--- config.mk ---
export PLATFORM = sky130hd
export DESIGN_NAME = utf8_char_weight_accumulator
export DESIGN_NICKNAME = d
export VERILOG_FILES = /design/src/utf8cw_pkg.sv /design/src/utf8cw_decoder.sv /design/src/utf8cw_weigher.sv /design/src/utf8_char_weight_accumulator.sv
export VERILOG_INCLUDE_DIRS = /design/src /design/src/src
export SDC_FILE = /design/constraint.sdc
export NUM_CORES = 1
export LEC_CHECK = 0
export BUFFER_PORTS_ARGS = -buffer_cell sky130_fd_sc_hd__clkbuf_2
export CORE_AREA = 2 2 95 166
export CTS_BUF_LIST = sky130_fd_sc_hd__clkbuf_16
export DETAILED_ROUTE_END_ITERATION = 6
export DIE_AREA = 0 0 97 168
export MAX_ROUTING_LAYER = met4
export PLACE_DENSITY = 0.48
export SLEW_MARGIN = 40
export SYNTH_ARGS = -nofsm -noshare
export SYNTH_HDL_FRONTEND = slang
export SYNTH_HIERARCHICAL = 1
export SYNTH_SLANG_ARGS = --single-unit
--- constraint.sdc ---
create_clock -name clock -period 9.5 [get_ports clock]
set_input_delay 1.9 -clock clock [delete_from_list [all_inputs] [get_ports clock]]
set_output_delay 1.9 -clock clock [all_outputs]
set_load 0.1 [all_outputs]
--- src/utf8_char_weight_accumulator_macros.svh ---
// Assertion helpers shared by the RTL.
// Every check samples on the rising edge of clock and is off while reset is high.
`ifndef UTF8_CHAR_WEIGHT_ACCUMULATOR_MACROS_SVH
`define UTF8_CHAR_WEIGHT_ACCUMULATOR_MACROS_SVH

// Same-cycle implication check
`define UCW_ASSERT(lbl, prop, msg) \
   lbl: assert property (@(posedge clock) disable iff (reset) (prop)) else $error(msg);

// Next-cycle check: cons must hold in the cycle after ante
`define UCW_ASSERT_NEXT(lbl, ante, cons, msg) \
   lbl: assert property (@(posedge clock) disable iff (reset) (ante) |=> (cons)) else $error(msg);

`endif

--- src/utf8cw_pkg.sv ---
package utf8cw_pkg;

   // Field widths
   localparam int BYTE_WIDTH   = 8;
   localparam int CP_WIDTH     = 21;
   localparam int WEIGHT_WIDTH = 6;
   localparam int TOTAL_WIDTH  = 24;
   localparam int LEFT_WIDTH   = 2;

   // Width of the running weight sum (saturating)
   localparam int SUM_WIDTH = 24;

   // Payload masks for lead and continuation bytes
   localparam logic [BYTE_WIDTH-1:0] CONT_MASK  = 8'h3F;
   localparam logic [BYTE_WIDTH-1:0] LEAD2_MASK = 8'h1F;
   localparam logic [BYTE_WIDTH-1:0] LEAD3_MASK = 8'h0F;
   localparam logic [BYTE_WIDTH-1:0] LEAD4_MASK = 8'h07;

   // Bytes still expected after a lead byte
   localparam logic [LEFT_WIDTH-1:0] LEFT_NONE  = 2'd0;
   localparam logic [LEFT_WIDTH-1:0] LEFT_ONE   = 2'd1;
   localparam logic [LEFT_WIDTH-1:0] LEFT_TWO   = 2'd2;
   localparam logic [LEFT_WIDTH-1:0] LEFT_THREE = 2'd3;

   // Decoder result for the byte in the input register
   typedef struct packed {
      logic                emit;
      logic                last;
      logic [CP_WIDTH-1:0] code_point;
   } decode_type;

endpackage

--- src/utf8cw_decoder.sv ---
module utf8cw_decoder (
   input  logic                               clock,
   input  logic                               reset,
   input  logic [utf8cw_pkg::BYTE_WIDTH-1:0]  text_byte,
   input  logic                               end_of_text,
   input  logic                               advance,
   output utf8cw_pkg::decode_type             dec_out
);
   import utf8cw_pkg::*;

   logic [CP_WIDTH-1:0]   partial_ff;
   logic [CP_WIDTH-1:0]   partial_in;
   logic [LEFT_WIDTH-1:0] left_ff;
   logic [LEFT_WIDTH-1:0] left_in;
   logic [CP_WIDTH-1:0]   point;
   logic [LEFT_WIDTH-1:0] left_next;
   logic                  emit;

   // Lead byte opens a sequence; otherwise append six payload bits
   always_comb begin
      if (left_ff == LEFT_NONE) begin
         if (text_byte[7] == 1'b0) begin
            point     = CP_WIDTH'(text_byte);
            left_next = LEFT_NONE;
         end else if (text_byte[7:5] == 3'b110) begin
            point     = CP_WIDTH'(text_byte & LEAD2_MASK);
            left_next = LEFT_ONE;
         end else if (text_byte[7:4] == 4'b1110) begin
            point     = CP_WIDTH'(text_byte & LEAD3_MASK);
            left_next = LEFT_TWO;
         end else begin
            point     = CP_WIDTH'(text_byte & LEAD4_MASK);
            left_next = LEFT_THREE;
         end
      end else begin
         point     = {partial_ff[CP_WIDTH-7:0], text_byte[5:0]};
         left_next = left_ff - LEFT_ONE;
      end
      emit = (left_next == LEFT_NONE) || end_of_text;
   end

   assign dec_out.emit       = emit;
   assign dec_out.last       = end_of_text;
   assign dec_out.code_point = point;

   // Close the sequence whenever a character goes out
   always_comb begin
      partial_in = partial_ff;
      left_in    = left_ff;
      if (advance) begin
         partial_in = emit ? '0 : point;
         left_in    = emit ? LEFT_NONE : left_next;
      end
   end

   always_ff @(posedge clock) begin
      if (reset) begin
         partial_ff <= '0;
         left_ff    <= LEFT_NONE;
      end else begin
         partial_ff <= partial_in;
         left_ff    <= left_in;
      end
   end

endmodule

--- src/utf8cw_weigher.sv ---
module utf8cw_weigher (
   input  logic                                 clock,
   input  logic                                 reset,
   input  utf8cw_pkg::decode_type               dec_in,
   input  logic                                 advance,
   output logic [utf8cw_pkg::WEIGHT_WIDTH-1:0]  weight,
   output logic [utf8cw_pkg::TOTAL_WIDTH-1:0]   total
);
   import utf8cw_pkg::*;

   logic [SUM_WIDTH-1:0] sum_ff;
   logic [SUM_WIDTH-1:0] sum_in;
   logic [SUM_WIDTH:0]   sum_wide;
   logic [SUM_WIDTH-1:0] sum_sat;

   // Speaking weight in tenths by script range
   function automatic logic [WEIGHT_WIDTH-1:0] weight_of(input logic [CP_WIDTH-1:0] cp);
      logic [WEIGHT_WIDTH-1:0] w;
      if (cp inside {[21'h41:21'h5A], [21'h61:21'h7A]})            w = 6'd10;
      else if (cp == 21'h20)                                       w = 6'd2;
      else if (cp inside {[21'h30:21'h39]})                        w = 6'd35;
      else if (cp < 21'h80)                                        w = 6'd5;
      else if (cp inside {[21'h0900:21'h0903], [21'h093A:21'h094F],
                          [21'h0951:21'h0957], [21'h0962:21'h0963]}) w = 6'd0;
      else if (cp inside {[21'h0900:21'h0DFF]})                    w = 6'd18;
      else if (cp inside {[21'h0E00:21'h0EFF]})                    w = 6'd15;
      else if (cp inside {[21'h4E00:21'h9FFF]})                    w = 6'd30;
      else if (cp inside {[21'h0400:21'h04FF]})                    w = 6'd10;
      else if (cp inside {[21'h0600:21'h06FF]})                    w = 6'd15;
      else                                                         w = 6'd10;
      return w;
   endfunction

   // Saturating add: the carry out flags an overflow past the top
   always_comb begin
      weight   = weight_of(dec_in.code_point);
      sum_wide = {1'b0, sum_ff} + (SUM_WIDTH + 1)'(weight);
      sum_sat  = sum_wide[SUM_WIDTH] ? '1 : sum_wide[SUM_WIDTH-1:0];
      total    = TOTAL_WIDTH'(sum_sat);
   end

   // Total restarts after the last character of a text
   always_comb begin
      sum_in = sum_ff;
      if (advance && dec_in.emit) begin
         sum_in = dec_in.last ? '0 : sum_sat;
      end
   end

   always_ff @(posedge clock) begin
      if (reset) begin
         sum_ff <= '0;
      end else begin
         sum_ff <= sum_in;
      end
   end

endmodule

--- src/utf8_char_weight_accumulator.sv ---
// Lenient UTF-8 decoder with per-character speaking weights. One text byte is
// taken per transfer on req_ and every completed character (or the partial one
// left when end_of_text arrives) comes out on rsp_ with its weight in tenths and
// the saturating running total, which restarts after each final character.
// Throughput is one byte per clock unless the input register stalls as below. A
// transferred byte is loaded into the input register, then carried through the
// decoder and weight adder into the result register if it completes a character.
// While a result waits in the result register and rsp_ready is low, a byte
// that completes a character holds the input register and req_ready drops in
// the same cycle; bytes that complete no character still pass.
`include "utf8_char_weight_accumulator_macros.svh"

module utf8_char_weight_accumulator (
   input  logic                                clock,
   input  logic                                reset,
   input  logic                                req_valid,
   output logic                                req_ready,
   input  logic [utf8cw_pkg::BYTE_WIDTH-1:0]   req_text_byte,
   input  logic                                req_end_of_text,
   output logic                                rsp_valid,
   input  logic                                rsp_ready,
   output logic [utf8cw_pkg::CP_WIDTH-1:0]     rsp_code_point,
   output logic [utf8cw_pkg::WEIGHT_WIDTH-1:0] rsp_weight_tenths,
   output logic [utf8cw_pkg::TOTAL_WIDTH-1:0]  rsp_total_tenths,
   output logic                                rsp_final_char
);
   import utf8cw_pkg::*;

   logic                    s1_valid_ff;
   logic                    s1_valid_in;
   logic [BYTE_WIDTH-1:0]   s1_byte_ff;
   logic                    s1_last_ff;
   logic                    s1_advance;
   logic                    out_free;
   logic                    out_load;
   decode_type              dec;
   logic [WEIGHT_WIDTH-1:0] weight;
   logic [TOTAL_WIDTH-1:0]  total;

   logic                    out_valid_ff;
   logic                    out_valid_in;
   logic [CP_WIDTH-1:0]     out_cp_ff;
   logic [WEIGHT_WIDTH-1:0] out_weight_ff;
   logic [TOTAL_WIDTH-1:0]  out_total_ff;
   logic                    out_final_ff;

   // Stage control: a byte that yields no character never waits on the output
   assign out_free    = !out_valid_ff || rsp_ready;
   assign s1_advance  = s1_valid_ff && (out_free || !dec.emit);
   assign out_load    = s1_advance && dec.emit;
   assign req_ready   = !s1_valid_ff || s1_advance;
   assign s1_valid_in = req_ready ? req_valid : s1_valid_ff;

   always_comb begin
      out_valid_in = out_valid_ff;
      if (out_load) begin
         out_valid_in = 1'b1;
      end else if (rsp_ready) begin
         out_valid_in = 1'b0;
      end
   end

   // Input register
   always_ff @(posedge clock) begin
      if (reset) begin
         s1_valid_ff <= 1'b0;
      end else begin
         s1_valid_ff <= s1_valid_in;
      end
      if (req_valid && req_ready) begin
         s1_byte_ff <= req_text_byte;
         s1_last_ff <= req_end_of_text;
      end
   end

   utf8cw_decoder u_decoder (
      .clock       (clock),
      .reset       (reset),
      .text_byte   (s1_byte_ff),
      .end_of_text (s1_last_ff),
      .advance     (s1_advance),
      .dec_out     (dec)
   );

   utf8cw_weigher u_weigher (
      .clock   (clock),
      .reset   (reset),
      .dec_in  (dec),
      .advance (s1_advance),
      .weight  (weight),
      .total   (total)
   );

   // Result register
   always_ff @(posedge clock) begin
      if (reset) begin
         out_valid_ff <= 1'b0;
      end else begin
         out_valid_ff <= out_valid_in;
      end
      if (out_load) begin
         out_cp_ff     <= dec.code_point;
         out_weight_ff <= weight;
         out_total_ff  <= total;
         out_final_ff  <= dec.last;
      end
   end

   assign rsp_valid         = out_valid_ff;
   assign rsp_code_point    = out_cp_ff;
   assign rsp_weight_tenths = out_weight_ff;
   assign rsp_total_tenths  = out_total_ff;
   assign rsp_final_char    = out_final_ff;

   // Checks
   `UCW_ASSERT(a_last_emits, (s1_valid_ff && s1_last_ff) |-> dec.emit, "end of text without a character")
   `UCW_ASSERT(a_total_covers_weight, rsp_valid |-> (rsp_total_tenths >= TOTAL_WIDTH'(rsp_weight_tenths)), "total below weight")
   `UCW_ASSERT_NEXT(a_stage_holds, s1_valid_ff && !s1_advance, s1_valid_ff && $stable(s1_byte_ff) && $stable(s1_last_ff), "input stage lost a byte")

endmodule

Word-level counts from Yosys, hierarchy flattened. Index checks and enable logic that the tools add are counted.

Add/sub/neg operators: 2. $lt $le $gt $ge: 24. Eq/ne operators: 3. Mux-type cells: 24. Reductions and logical operators: 27.

Operators by type and width (number): $le A21 B12 Y1 const B (6); $ge A21 B12 Y1 const B (5); $mux W21 (3); $mux W6 (9); $mux W24 (2); $ge A21 B11 Y1 const B (2); $ge A21 B7 Y1 const B (2); $le A21 B11 Y1 const B (2); $le A21 B7 Y1 const B (2); $add A24 B6 Y25 (1); $eq A21 B6 Y1 const B (1); $ge A21 B15 Y1 const B (1); $ge A21 B6 Y1 const B (1); $le A21 B16 Y1 const B (1); $le A21 B6 Y1 const B (1); $lt A21 B8 Y1 const B (1); $logic_and A1 B1 Y1 (15); $mux W15 (1); $mux W2 (4); $eq A4 B4 Y1 const B (1); $logic_not A2 Y1 (2); $logic_or A1 B1 Y1 (4); $mux W4 (1); $reduce_bool A2 Y1 (2); other kinds (6) (10).

Flip-flop bits (word level): 104. Output and inout bits: 54.

Longest topological paths before layout. Gate-level depths: netlist of run 1.

Depth after elaboration: 20. Gate-level depth with buffers: 18.

Hierarchy. The synthesis of run 1 kept the hierarchy.

By module, submodules not included: utf8cw_weigher (times used 1, cells an instance 319, area an instance 2386.0 sq um, seq. area each 480.5 sq um); utf8_char_weight_accumulator (times used 1, cells an instance 73, area an instance 1935.6 sq um, seq. area each 1871.8 sq um); utf8cw_decoder (times used 1, cells an instance 93, area an instance 829.5 sq um, seq. area each 340.3 sq um).

Least setup slack after synthesis of run 1. No wires, ideal clock.

Kind: input-to-reg. Start: in rsp_ready. End: reg out_cp_ff[0], in the netlist rsp_code_point[0], enable pin. Setup time: 0.462 ns. Arrival: 4.273 ns. Required time: 9.038 ns. Slack: 4.765 ns. Cell stages on the path: 2. Buffers on the path: 0. Cell sequence: and2b_1 nor2_1.

Word-level cells in the longest chain between the ends: 4.

Ends and longest elaborated chain: start: declaration (RTL line utf8_char_weight_accumulator.sv:21) `input logic rsp_ready,`; $logic_or A1 B1 Y1 (RTL line utf8_char_weight_accumulator.sv:48) `assign out_free = !out_valid_ff || rsp_ready;`; $logic_or A1 B1 Y1 (RTL line utf8_char_weight_accumulator.sv:49) `assign s1_advance = s1_valid_ff && (out_free || !dec.emit);`; $logic_and A1 B1 Y1 (RTL line utf8_char_weight_accumulator.sv:49); $logic_and A1 B1 Y1 (RTL line utf8_char_weight_accumulator.sv:50) `assign out_load = s1_advance && dec.emit;`; named net out_load (RTL line utf8_char_weight_accumulator.sv:35) `logic out_load;`; end signal: assignment (RTL line utf8_char_weight_accumulator.sv:102) `out_cp_ff <= dec.code_point;`; end: declaration (RTL line utf8_char_weight_accumulator.sv:42) `logic [CP_WIDTH-1:0] out_cp_ff;`.

The timed path passes the listed nets, and every way through them passes these cells. A chain may end at the register's enable or synchronous reset.

==> results of run 1 <==
==> where the power goes <==
part	switching [mW]	total, mW	internal (mW)
sequential	0.00816	0.500	0.492
clock	0.183	0.384	0.200
combinational	0.117	0.142	0.0250
==> final timing paths <==
| check | startpoint | to | slack, ps | cells past startpoint |
|---|---|---|---|---|
| min reg2reg | u_weigher/sum_ff[2] | u_weigher/sum_ff[2] | 470 | 2 |
| min | u_weigher/sum_ff[2] | u_weigher/sum_ff[2] | 470 | 2 |
| max | u_decoder/left_ff[1] | rsp_total_tenths[18] | 4620 | 14 |
| max reg2reg | u_decoder/left_ff[1] | rsp_total_tenths[18] | 4620 | 14 |
==> worst min-delay path, cell delays in order, from the launching register on <==
cell                      delay [ps]
sky130_fd_sc_hd__dfxtp_1         340
sky130_fd_sc_hd__nand2_1          50
sky130_fd_sc_hd__o21ai_0          60
==> kinds of logic after synthesis <==
family / share of synthesized area, %
flops: 52.3
compound gates: 19.2
mux: 0.219
xor+xnor: 1.53
buf+inv: 3.76
fa+ha+maj: 1.85
simple gates: 21.2
==> metal layers <==
| metal | share of wire (%) | vias to the layer above |
|---|---|---|
| li1 | - | 1925 |
| met1 | 38 | 1931 |
| met3 | 3.7 | 29 |
| met5 | 0 | - |
| met4 | 3.3 | 0 |
| met2 | 55 | 123 |
==> state kept, by name, summed over array words and instances, names as in the netlist, 2 cells and up <==
register and count:
s1_byte_ff 8, rsp_code_point 21, u_decoder/partial_ff 15, u_decoder/left_ff 2
rsp_weight_tenths 6, rsp_total_tenths 24, u_weigher/sum_ff 24
==> area by class of cell <==
| cell class | count | area (um^2) |
|---|---|---|
| well taps | 186 | 233 |
| clock buffers | 10 | 250 |
| inverters | 13 | 48.8 |
| repair buffers | 69 | 353 |
| fillers | 1524 | 9170 |
| flip-flops and latches | 104 | 2690 |
| multi-input cells | 342 | 2290 |
| clock inverters | 6 | 55.1 |
==> cell usage in the layout, fill, tap and decap left out, types with 10 or more instances in the layout <==
cell type,count
sky130_fd_sc_hd__clkbuf_2,66
sky130_fd_sc_hd__dfxtp_1,43
sky130_fd_sc_hd__o21ai_0,20
sky130_fd_sc_hd__nand2_1,39
sky130_fd_sc_hd__a21oi_1,22
sky130_fd_sc_hd__nor3_1,18
sky130_fd_sc_hd__nor2b_1,20
sky130_fd_sc_hd__a22oi_1,10
sky130_fd_sc_hd__inv_1,13
sky130_fd_sc_hd__clkbuf_16,10
sky130_fd_sc_hd__nor2_1,33
sky130_fd_sc_hd__edfxtp_1,61
==> impl_results.md, run 1 <==
* Result of the run: completed
* Placement row count at 60
* Portion of synthesized cell area occupied by the leading cell type at 35.6%
* Critical Path, Cell by Cell: nor2_2 -> nor2b_1 -> nor3_2 -> nand4_2 -> nor3_1 -> o21a_1 -> ha_1 -> inv_1 -> fa_1 -> nor2b_1 -> o31ai_1 -> a21boi_4 -> nand2_1 -> o21ai_0
* Power per cell area at 173 mW/mm^2
* Count of buffer and inverter cells on the critical path at 1
* Global routing's busiest layer: met2
* P_leak at 2.10 nW
* Max Clock Freq at 205 MHz
* Final std cells w/o fill at 730
* Global-route track usage on met3 at 3.07%
* Detailed-route wire length per cell at 18.6 um
* Max Fanout on Critical Path at 27
* Clk root buf: sky130_fd_sc_hd__clkbuf_16
* Maximum ir drop on the vdd rail at 112 uV
* Dominant cells by area after synthesis: sky130_fd_sc_hd__edfxtp_1 36%, sky130_fd_sc_hd__dfxtp_1 17%, sky130_fd_sc_hd__nand2_1 2.8%
* CP startpoint kind: flop
* Cell count after synthesis at 485
* Worst hold-check path type: reg2reg
* Slowest cell on the critical path: sky130_fd_sc_hd__a21boi_4
* Clk Latency, worst-skew pair at 350 ps
* Worst Path Class, Setup: reg2reg
* Maximum level of the CTS H-tree at 3
* Area after DPL at 0.00561 mm^2
* Syn Std Cell Area at 0.00515 mm^2
* TritonCTS clock tree: built
* Number of design-rule violations left by the first detailed-router iteration at 243
* Top cell by count, worst path: sky130_fd_sc_hd__nor2b_1
* Number of global-route vias before repair at 4,024
* Total clock sinks at 104
* Share of post-route cells with drive strength above 1 at 22.8%
* # DRC at 0
* Area Overhead vs Synth at 14.9%
* Total wirelength of the detailed-routed design at 13.6 mm
* Final total negative setup slack at 0 ps
* Total instance count after detailed placement at 714
* Hold Violations, Final at 0
* Number of cells upsized or downsized after cts at 0
* Final Critical Period at 4880 ps
* Die area at 0.0163 mm^2
* Final core utilization at 39.2%
* Average cell area after synthesis at 10.6 um^2
* Overall global routing resource usage at 17.2%
* Met1 routing resource usage after global routing at 17.8%
* Element type at the critical path end: flop
* Clock transition time at the flip-flop clock pins of the worst setup and hold paths at 80 ps
* Number of pins with negative max-slew slack in the final report at 0
* Detail Placement HPWL at 9.97 mm
* Worst path required time at 9680 ps
* Cell taking the most area after synthesis: sky130_fd_sc_hd__edfxtp_1
* Share of synthesized flip-flops with an asynchronous set or reset at 0%
* Hold_ws at 469 ps
* Setup fix buffers added after clock tree synthesis at 0
* Count of endpoints failing setup in the final report at 0
* Met2 Resource Use GR at 31.3%
* First-pass GRT wire length at 21.5 mm
* Final Worst Setup Slack at 4620 ps
* Clock skew after layout at 10.2 ps
* Total number of vias at 4,008
* Router iterations before antenna repair at 4
* Number of buffers inserted by port buffering at 66
* Final weighted congestion in routability-driven placement at 0.888
* Unrepaired setup endpoints after global routing: no
* Leading register cell type out of synthesis: sky130_fd_sc_hd__edfxtp_1
* Period Utilization, post-route at 51.4%
* Number of antenna violations at the first check in global routing at 0
* Number of antenna cells inserted at 0
* Largest net degree at the start of global routing at 35
* Core Region at 0.0151 mm^2
* Avg Vias per Cell at 5.49
* Slowest Stage Delay on Critical Path at 650 ps
* Max-cap check violation count at 0
* Ports placed on the boundary at 67
* Final #Nets at 559
* Global route total overflow at 0
* Clock buffer count from CTS at 9
* Worst slack at placement at 4410 ps
* CTS Buffer Depth at 2
* Syn Nets at 505
* Worst path arrival time at 5060 ps
* Most used standard cells in the synthesized netlist: 61 x sky130_fd_sc_hd__edfxtp_1, 43 x sky130_fd_sc_hd__dfxtp_1, 39 x sky130_fd_sc_hd__nand2_1, 36 x sky130_fd_sc_hd__nor2_1, 23 x sky130_fd_sc_hd__a21oi_1
* Total Power at 1.03 mW
* Dominant cell by count in the synthesized netlist: sky130_fd_sc_hd__edfxtp_1
* Worst slew slack as a fraction of its limit at 48.5%
* Count of unique library cells instantiated by Yosys at 79
* Count of antenna-violating nets left after detailed routing at 0
* Design Area, Final at 0.00592 mm^2
* Yosys synthesis warning count at 6
* Vert. Die Dim at 168 um
* Pin slew with the least headroom to its limit at 771 ps
* Delay-heaviest family, CP: simple AND/OR/NAND/NOR gates
* Number of flops mapped to enable cells by yosys at 61
* Post-synthesis sequential area ratio at 52.3%
* Effective utilization at floorplan at 34.1%
* Post-CTS Hold Buffers at 0
* Flop and latch count out of synthesis at 104
* Die X at 97 um
Power figures use the tool's default switching activity.
==> inputs of run 2 (changes only) <==
- clock period: 9.5 -> 5 ns (I/O delays scaled with it)
==> run 2 against run 1 <==
- first-iteration DRC count shrank 8.2%
- largest cell class unchanged
- clock power increased by 84%
- worst setup slack lost 4100 ps
- global-route usage increased by 0.38 points
- sequential power rose by 90%
- via count is 1.6% higher
- count of clock-buffer cells in the layout is 1 lower
- final area increased by 0.87%
- sequential cell count stayed put
==> impl_results.md, run 2 (same netlist as run 1, synthesis figures left out) <==
* Clk root buf: sky130_fd_sc_hd__clkbuf_16
* Max-cap check violation count at 0 (unchanged)
* Global routing's busiest layer: met2
* Largest net degree at the start of global routing at 29 (-17%)
* Maximum ir drop on the vdd rail at 142 uV (+26%)
* Number of cells upsized or downsized after cts at 0 (unchanged)
* Total wirelength of the detailed-routed design at 13.7 mm (+0.95%)
* Clock buffer count from CTS at 9 (unchanged)
* Result of the run: completed
* Met2 Resource Use GR at 31.1% (-0.18 points)
* Pin slew with the least headroom to its limit at 749 ps (-22.1 ps)
* Number of pins with negative max-slew slack in the final report at 0 (unchanged)
* TritonCTS clock tree: built
* Post-CTS Hold Buffers at 0 (unchanged)
* Detail Placement HPWL at 10.1 mm (+1.7%)
* Worst path required time at 5090 ps (-4590 ps)
* Final weighted congestion in routability-driven placement at 0.925 (+4.2%)
* Final Critical Period at 4480 ps (-396 ps)
* Overall global routing resource usage at 17.5% (+0.38 points)
* Effective utilization at floorplan at 34.1% (unchanged)
* Final std cells w/o fill at 736 (+0.82%)
* Period Utilization, post-route at 89.7% (+38 points)
* Maximum level of the CTS H-tree at 3 (unchanged)
* Core Region at 0.0151 mm^2 (unchanged)
* Share of post-route cells with drive strength above 1 at 23.3% (+0.48 points)
* Clk Latency, worst-skew pair at 340 ps (about the same)
* Placement row count at 60 (unchanged)
* Worst hold-check path type: reg2reg
* Met1 routing resource usage after global routing at 17.5% (-0.26 points)
* Avg Vias per Cell at 5.54 (+0.82%)
* # DRC at 0 (unchanged)
* Number of global-route vias before repair at 4,070 (+1.1%)
* Global-route track usage on met3 at 2.95% (-0.12 points)
* Worst Path Class, Setup: reg2reg
* Hold Violations, Final at 0 (unchanged)
* Die area at 0.0163 mm^2 (unchanged)
* Power per cell area at 324 mW/mm^2 (+87%)
* P_leak at 2.12 nW (+0.94%)
* Total number of vias at 4,074 (+1.6%)
* Global route total overflow at 0 (unchanged)
* Hold_ws at 471 ps (+2.32 ps)
* Detailed-route wire length per cell at 18.6 um (+0.13%)
* Worst path arrival time at 4580 ps (-480 ps)
* Number of antenna cells inserted at 0 (unchanged)
* Ports placed on the boundary at 67 (unchanged)
* Worst slew slack as a fraction of its limit at 50.1% (+1.6 points)
* Leading cell type in the layout, fill and taps excluded: sky130_fd_sc_hd__clkbuf_2
* Number of design-rule violations left by the first detailed-router iteration at 223 (-8.2%)
* Count of endpoints failing setup in the final report at 0 (unchanged)
* Unrepaired setup endpoints after global routing: no
* Max Clock Freq at 223 MHz (+8.8%)
* Count of antenna-violating nets left after detailed routing at 0 (unchanged)
* Clock transition time at the flip-flop clock pins of the worst setup and hold paths at 70 ps (about the same)
* Area Overhead vs Synth at 15.9%
* Vert. Die Dim at 168 um (unchanged)
* Max Fanout on Critical Path at 21 (-22%)
* CTS Buffer Depth at 2 (unchanged)
* Setup fix buffers added after clock tree synthesis at 0 (unchanged)
* CP startpoint kind: flop
* Router iterations before antenna repair at 7 (+3)
* Commonest cells after routing, fill and taps aside: 66 x sky130_fd_sc_hd__clkbuf_2, 61 x sky130_fd_sc_hd__edfxtp_1, 43 x sky130_fd_sc_hd__dfxtp_1
* Number of antenna violations at the first check in global routing at 0 (unchanged)
* Clock skew after layout at 6.88 ps (-3.27 ps)
* Element type at the critical path end: flop
* Final #Nets at 565 (+1.1%)
* Die X at 97 um (unchanged)
* Final total negative setup slack at 0 ps (unchanged)
* First-pass GRT wire length at 21.8 mm (+1.5%)
* Total instance count after detailed placement at 719 (+0.70%)
* Total clock sinks at 104 (unchanged)
* Number of buffers inserted by port buffering at 66 (unchanged)
## run 2: final timing paths
kind / startpoint / end / slack [ps] / depth (start not counted)
worst min-delay path: u_weigher/sum_ff[3] / u_weigher/sum_ff[3] / 470 / 2
worst max-delay path: s1_byte_ff[7] / rsp_total_tenths[2] / 520 / 14
worst max register to register: s1_byte_ff[7] / rsp_total_tenths[2] / 520 / 14
worst min register to register: u_weigher/sum_ff[3] / u_weigher/sum_ff[3] / 470 / 2
## run 2: where the power goes
group,switching (mW),internal [mW]
clock network,0.317,0.389
logic,0.224,0.0510
registers,0.0156,0.936
total,0.557,1.38
## run 2: worst max-delay path, stage by stage (launching register included)
cell	delay [ps]
sky130_fd_sc_hd__edfxtp_1	410
sky130_fd_sc_hd__or3b_4	410
sky130_fd_sc_hd__o21a_1	340
sky130_fd_sc_hd__or2_2	360
sky130_fd_sc_hd__o221ai_1	320
sky130_fd_sc_hd__a32oi_1	170
sky130_fd_sc_hd__o21ai_1	240
sky130_fd_sc_hd__o31a_1	240
sky130_fd_sc_hd__ha_1	290
sky130_fd_sc_hd__nor2b_1	170
sky130_fd_sc_hd__o31ai_1	500
sky130_fd_sc_hd__a21boi_4	170
sky130_fd_sc_hd__buf_4	260
sky130_fd_sc_hd__a21boi_0	300
sky130_fd_sc_hd__inv_1	70
## run 2: area by class of cell
| type | count | area, um^2 |
|---|---|---|
| Clock buffer | 9 | 225 |
| Clock inverter | 7 | 71.3 |
| Fill cell | 1497 | 9120 |
| Inverter | 13 | 48.8 |
| Multi-Input combinational cell | 342 | 2280 |
| Sequential cell | 104 | 2690 |
| Tap cell | 186 | 233 |
| Timing Repair Buffer | 75 | 415 |
## run 2: layer usage
layer | vias to the layer above | wire length (um)
met3 | 42 | 618
li1 | 1944 | -
met2 | 142 | 7250
met4 | 0 | 732
met5 | - | 0
met1 | 1946 | 5120
## run 2: per-stage QoR
step                      setup slack (ps)  instance area, um^2  utilization, %  power, mW
after floorplan                       1170                 5150               -       1.19
after global placement                 560                 5640            37.4       1.24
after detailed placement               585                 5650            37.4       1.24
after CTS                              548                 5940            39.4       1.95
after global routing                   216                 5970            39.6       2.00
final                                  516                 5970            39.6       1.93
==> inputs of run 3 (changes only) <==
- CORE_AREA: 2 2 95 166 -> 2 2 95 165
- DIE_AREA: 0 0 97 168 -> 0 0 97 167
- PLACE_DENSITY: 0.48 -> unset
- SYNTH_HIERARCHICAL: 1 -> unset
==> run 3 against run 2 <==
- combinational power down 17%
- die area is 0.60% lower
- largest power group unchanged
- sequential share of layout area decreased by 0.075 points
- worst hold slack improved by 9.9 ps
- global-route usage grew 0.43 points
- wire length up 3.1%
- non-clock buffer count up 9
- final area increased by 0.17%
- first-iteration DRC count shrank 14%
- critical path type unchanged
- largest cell class unchanged
- total power decreased by 2.9%
- sequential cell count stayed put
- sequential power shrank 0.6%
==> impl_results.md, run 3 <==
* Result of the run: completed
* Average cell area after synthesis at 10.2 um^2 (-3.7%)
* Final std cells w/o fill at 757 (+2.9%)
* Vert. Die Dim at 167 um (-0.60%)
* Hold Violations, Final at 0 (unchanged)
* Number of antenna cells inserted at 0 (unchanged)
* Clock skew after layout at 9.98 ps (+3.10 ps)
* Router iterations before antenna repair at 5 (-2)
* Detailed-route wire length per cell at 18.7 um (+0.25%)
* Count of antenna-violating nets left after detailed routing at 0 (unchanged)
* Clock transition time at the flip-flop clock pins of the worst setup and hold paths at 80 ps (about the same)
* Number of pins with negative max-slew slack in the final report at 0 (unchanged)
* Count of endpoints failing setup in the final report at 0 (unchanged)
* Effective utilization at floorplan at 34.2% (+0.11 points)
* Dominant cells by area after synthesis: sky130_fd_sc_hd__edfxtp_1 36%, sky130_fd_sc_hd__dfxtp_1 17%, sky130_fd_sc_hd__nor2_1 3.3%
* Design Area, Final at 0.00598 mm^2 (+0.17%)
* Share of synthesized flip-flops with an asynchronous set or reset at 0% (unchanged)
* Die area at 0.0162 mm^2 (-0.60%)
* Leading cell type in the layout, fill and taps excluded: sky130_fd_sc_hd__clkbuf_2
* First-pass GRT wire length at 22.1 mm (+1.2%)
* # DRC at 0 (unchanged)
* Power per cell area at 314 mW/mm^2 (-3.0%)
* Total wirelength of the detailed-routed design at 14.1 mm (+3.1%)
* Worst r2r path cells at 17 (+3)
* Final total negative setup slack at 0 ps (unchanged)
* Placement row count at 59 (-1.7%)
* Portion of synthesized cell area occupied by the leading cell type at 36.1% (+0.49 points)
* Syn Std Cell Area at 0.00508 mm^2 (-1.4%)
* Worst hold-check path type: reg2reg
* Ports placed on the boundary at 67 (unchanged)
* Share of post-route cells with drive strength above 1 at 21.3% (-2.0 points)
* Number of global-route vias before repair at 4,214 (+3.5%)
* Total instance count after detailed placement at 741 (+3.1%)
* Yosys synthesis warning count at 0 (-6)
* TritonCTS clock tree: built
* Capture endpoint of the worst hold path: u_weigher.sum_ff[2]
* Pin slew with the least headroom to its limit at 748 ps (-0.903 ps)
* P_leak at 2.37 nW (+12%)
* Clock buffer count from CTS at 9 (unchanged)
* Die X at 97 um (unchanged)
* FF-to-FF Start: u_decoder.left_ff[1]
* Leading register cell type out of synthesis: sky130_fd_sc_hd__edfxtp_1
* Worst path required time at 5270 ps (+180 ps)
* Worst setup slack for register-to-register paths at 420 ps (-100 ps)
* Worst slew slack as a fraction of its limit at 49.6% (-0.47 points)
* Hold_ws at 481 ps (+9.86 ps)
* Final #Nets at 589 (+4.2%)
* R2R Path End: u_weigher.sum_ff[12]
* Clk root buf: sky130_fd_sc_hd__clkbuf_16
* Overall global routing resource usage at 18.0% (+0.43 points)
* Maximum ir drop on the vdd rail at 194 uV (+37%)
* Final Worst Setup Slack at 418 ps (-98.1 ps)
* Unrepaired setup endpoints after global routing: no
* Dominant cell by count in the synthesized netlist: sky130_fd_sc_hd__edfxtp_1
* Number of flops mapped to enable cells by yosys at 61 (unchanged)
* Core Region at 0.0148 mm^2 (-1.7%)
* Final weighted congestion in routability-driven placement at 0.881 (-4.8%)
* Global route total overflow at 0 (unchanged)
* Period Utilization, post-route at 91.6% (+2.0 points)
* Maximum level of the CTS H-tree at 3 (unchanged)
* Max Fanout on Critical Path at 20 (-4.8%)
* Detail Placement HPWL at 10.8 mm (+6.4%)
* Max-cap check violation count at 0 (unchanged)
* Worst Path Class, Setup: reg2reg
* Cell count after synthesis at 497 (+2.5%)
* Most used standard cells in the synthesized netlist: 61 x sky130_fd_sc_hd__edfxtp_1, 45 x sky130_fd_sc_hd__nor2_1, 43 x sky130_fd_sc_hd__dfxtp_1, 36 x sky130_fd_sc_hd__nand2_1, 31 x sky130_fd_sc_hd__a21oi_1
* Cell taking the most area after synthesis: sky130_fd_sc_hd__edfxtp_1
* Flop and latch count out of synthesis at 104 (unchanged)
* Area Overhead vs Synth at 17.7%
* Element type at the critical path end: flop
* Startpoint of the most critical hold path: u_weigher.sum_ff[2]
* Largest net degree at the start of global routing at 55 (+90%)
* Total clock sinks at 104 (unchanged)
* Post-CTS Hold Buffers at 0 (unchanged)
* Max Clock Freq at 218 MHz (-2.1%)
* Number of instances on the worst hold path at 1 (-1)
* Worst path arrival time at 4850 ps (+270 ps)
* Worst slack at placement at 278 ps (-306 ps)
* Avg Vias per Cell at 5.49 (-0.75%)
* Final Critical Period at 4580 ps (+98.1 ps)
* Area after DPL at 0.00567 mm^2 (+0.33%)
* Number of design-rule violations left by the first detailed-router iteration at 191 (-14%)
* Post-synthesis sequential area ratio at 53.0% (+0.72 points)
* Total number of vias at 4,159 (+2.1%)
* Syn Nets at 517 (+2.4%)
* Number of antenna violations at the first check in global routing at 0 (unchanged)
* Commonest cells after routing, fill and taps aside: 66 x sky130_fd_sc_hd__clkbuf_2, 61 x sky130_fd_sc_hd__edfxtp_1, 45 x sky130_fd_sc_hd__nor2_1
* CTS Buffer Depth at 2 (unchanged)
* Clk Latency, worst-skew pair at 350 ps (about the same)
* Count of unique library cells instantiated by Yosys at 66 (-16%)
* CP startpoint kind: flop
* Number of buffers inserted by port buffering at 66 (unchanged)
-- run 3: worst max path at each step --
stage                                    start                   end  cells after the start
after floorplan           u_decoder.left_ff[1]  u_weigher.sum_ff[12]                     20
after global placement    u_decoder.left_ff[1]  u_weigher.sum_ff[12]                     17
after detailed placement  u_decoder.left_ff[1]  u_weigher.sum_ff[12]                     17
after CTS                 u_decoder.left_ff[1]  u_weigher.sum_ff[12]                     17
after global routing      u_decoder.left_ff[1]  u_weigher.sum_ff[12]                     17
final                     u_decoder.left_ff[1]  u_weigher.sum_ff[12]                     17
-- run 3: power breakdown --
part / switching [mW] / leakage (nW) / total, mW / internal, mW
Combinational: 0.182 / 1.27 / 0.227 / 0.0449
Sequential: 0.0152 / 0.950 / 0.945 / 0.929
Clock: 0.352 / 0.146 / 0.705 / 0.353
-- run 3: worst max-delay path, stage by stage, from the launching register on --
cell                       delay (ps)
sky130_fd_sc_hd__dfxtp_1          370
sky130_fd_sc_hd__or3b_1           540
sky130_fd_sc_hd__o21a_1           370
sky130_fd_sc_hd__nor3b_1          220
sky130_fd_sc_hd__and4_1           210
sky130_fd_sc_hd__o21ai_1          170
sky130_fd_sc_hd__nand2_1           80
sky130_fd_sc_hd__nor2_1           140
sky130_fd_sc_hd__ha_1             180
sky130_fd_sc_hd__inv_1             50
sky130_fd_sc_hd__fa_1             370
sky130_fd_sc_hd__nor2b_1          140
sky130_fd_sc_hd__o21ai_0          100
sky130_fd_sc_hd__a21boi_0         320
sky130_fd_sc_hd__o21ai_1          270
sky130_fd_sc_hd__a211o_4          510
sky130_fd_sc_hd__a31o_1           250
sky130_fd_sc_hd__a211oi_2         190
-- run 3: metrics by stage --
stage                     util [%]  total power, mW
after floorplan                  -             1.14
after global placement        38.1             1.19
after detailed placement      38.2             1.19
after CTS                     40.2             1.90
after global routing          40.3             1.94
final                         40.3             1.88
-- run 3: kinds of logic (layout without fill, tap and decap cells) --
family,count (synthesis),after routing,synth area share [%]
adders and majority gates,7,7,1.87
DFF,104,104,53.0
muxes,2,2,0.394
xor gates and xnor gates,8,8,1.38
and+or+nand+nor,180,180,18.7
AOI/OAI and AO/OA,157,157,21.2
buffers and inverters,39,116,3.55
-- run 3: timing repair --
action,in CTS,in global routing
setup endpoints to repair,0,18
setup buffers,0,0
hold endpoints to repair,0,0
resized for setup,0,3
-- run 3: cell type report --
| type | count | area, um^2 |
|---|---|---|
| tap | 183 | 229 |
| multi-input combinational | 354 | 2230 |
| fill | 1470 | 8860 |
| clock buffer | 9 | 225 |
| timing repair buffer | 84 | 469 |
| inverter | 16 | 60.1 |
| sequential | 104 | 2690 |
| clock inverter | 7 | 71.3 |
-- run 3: layer usage --
layer  track usage (%)  share of wire, %  vias to the layer above
met5                 -                 0                        -
met4              9.86               4.7                        0
met3              2.90               3.0                       38
met2              34.5                58                      114
met1              16.5                35                     2002
li1                  -                 -                     2005
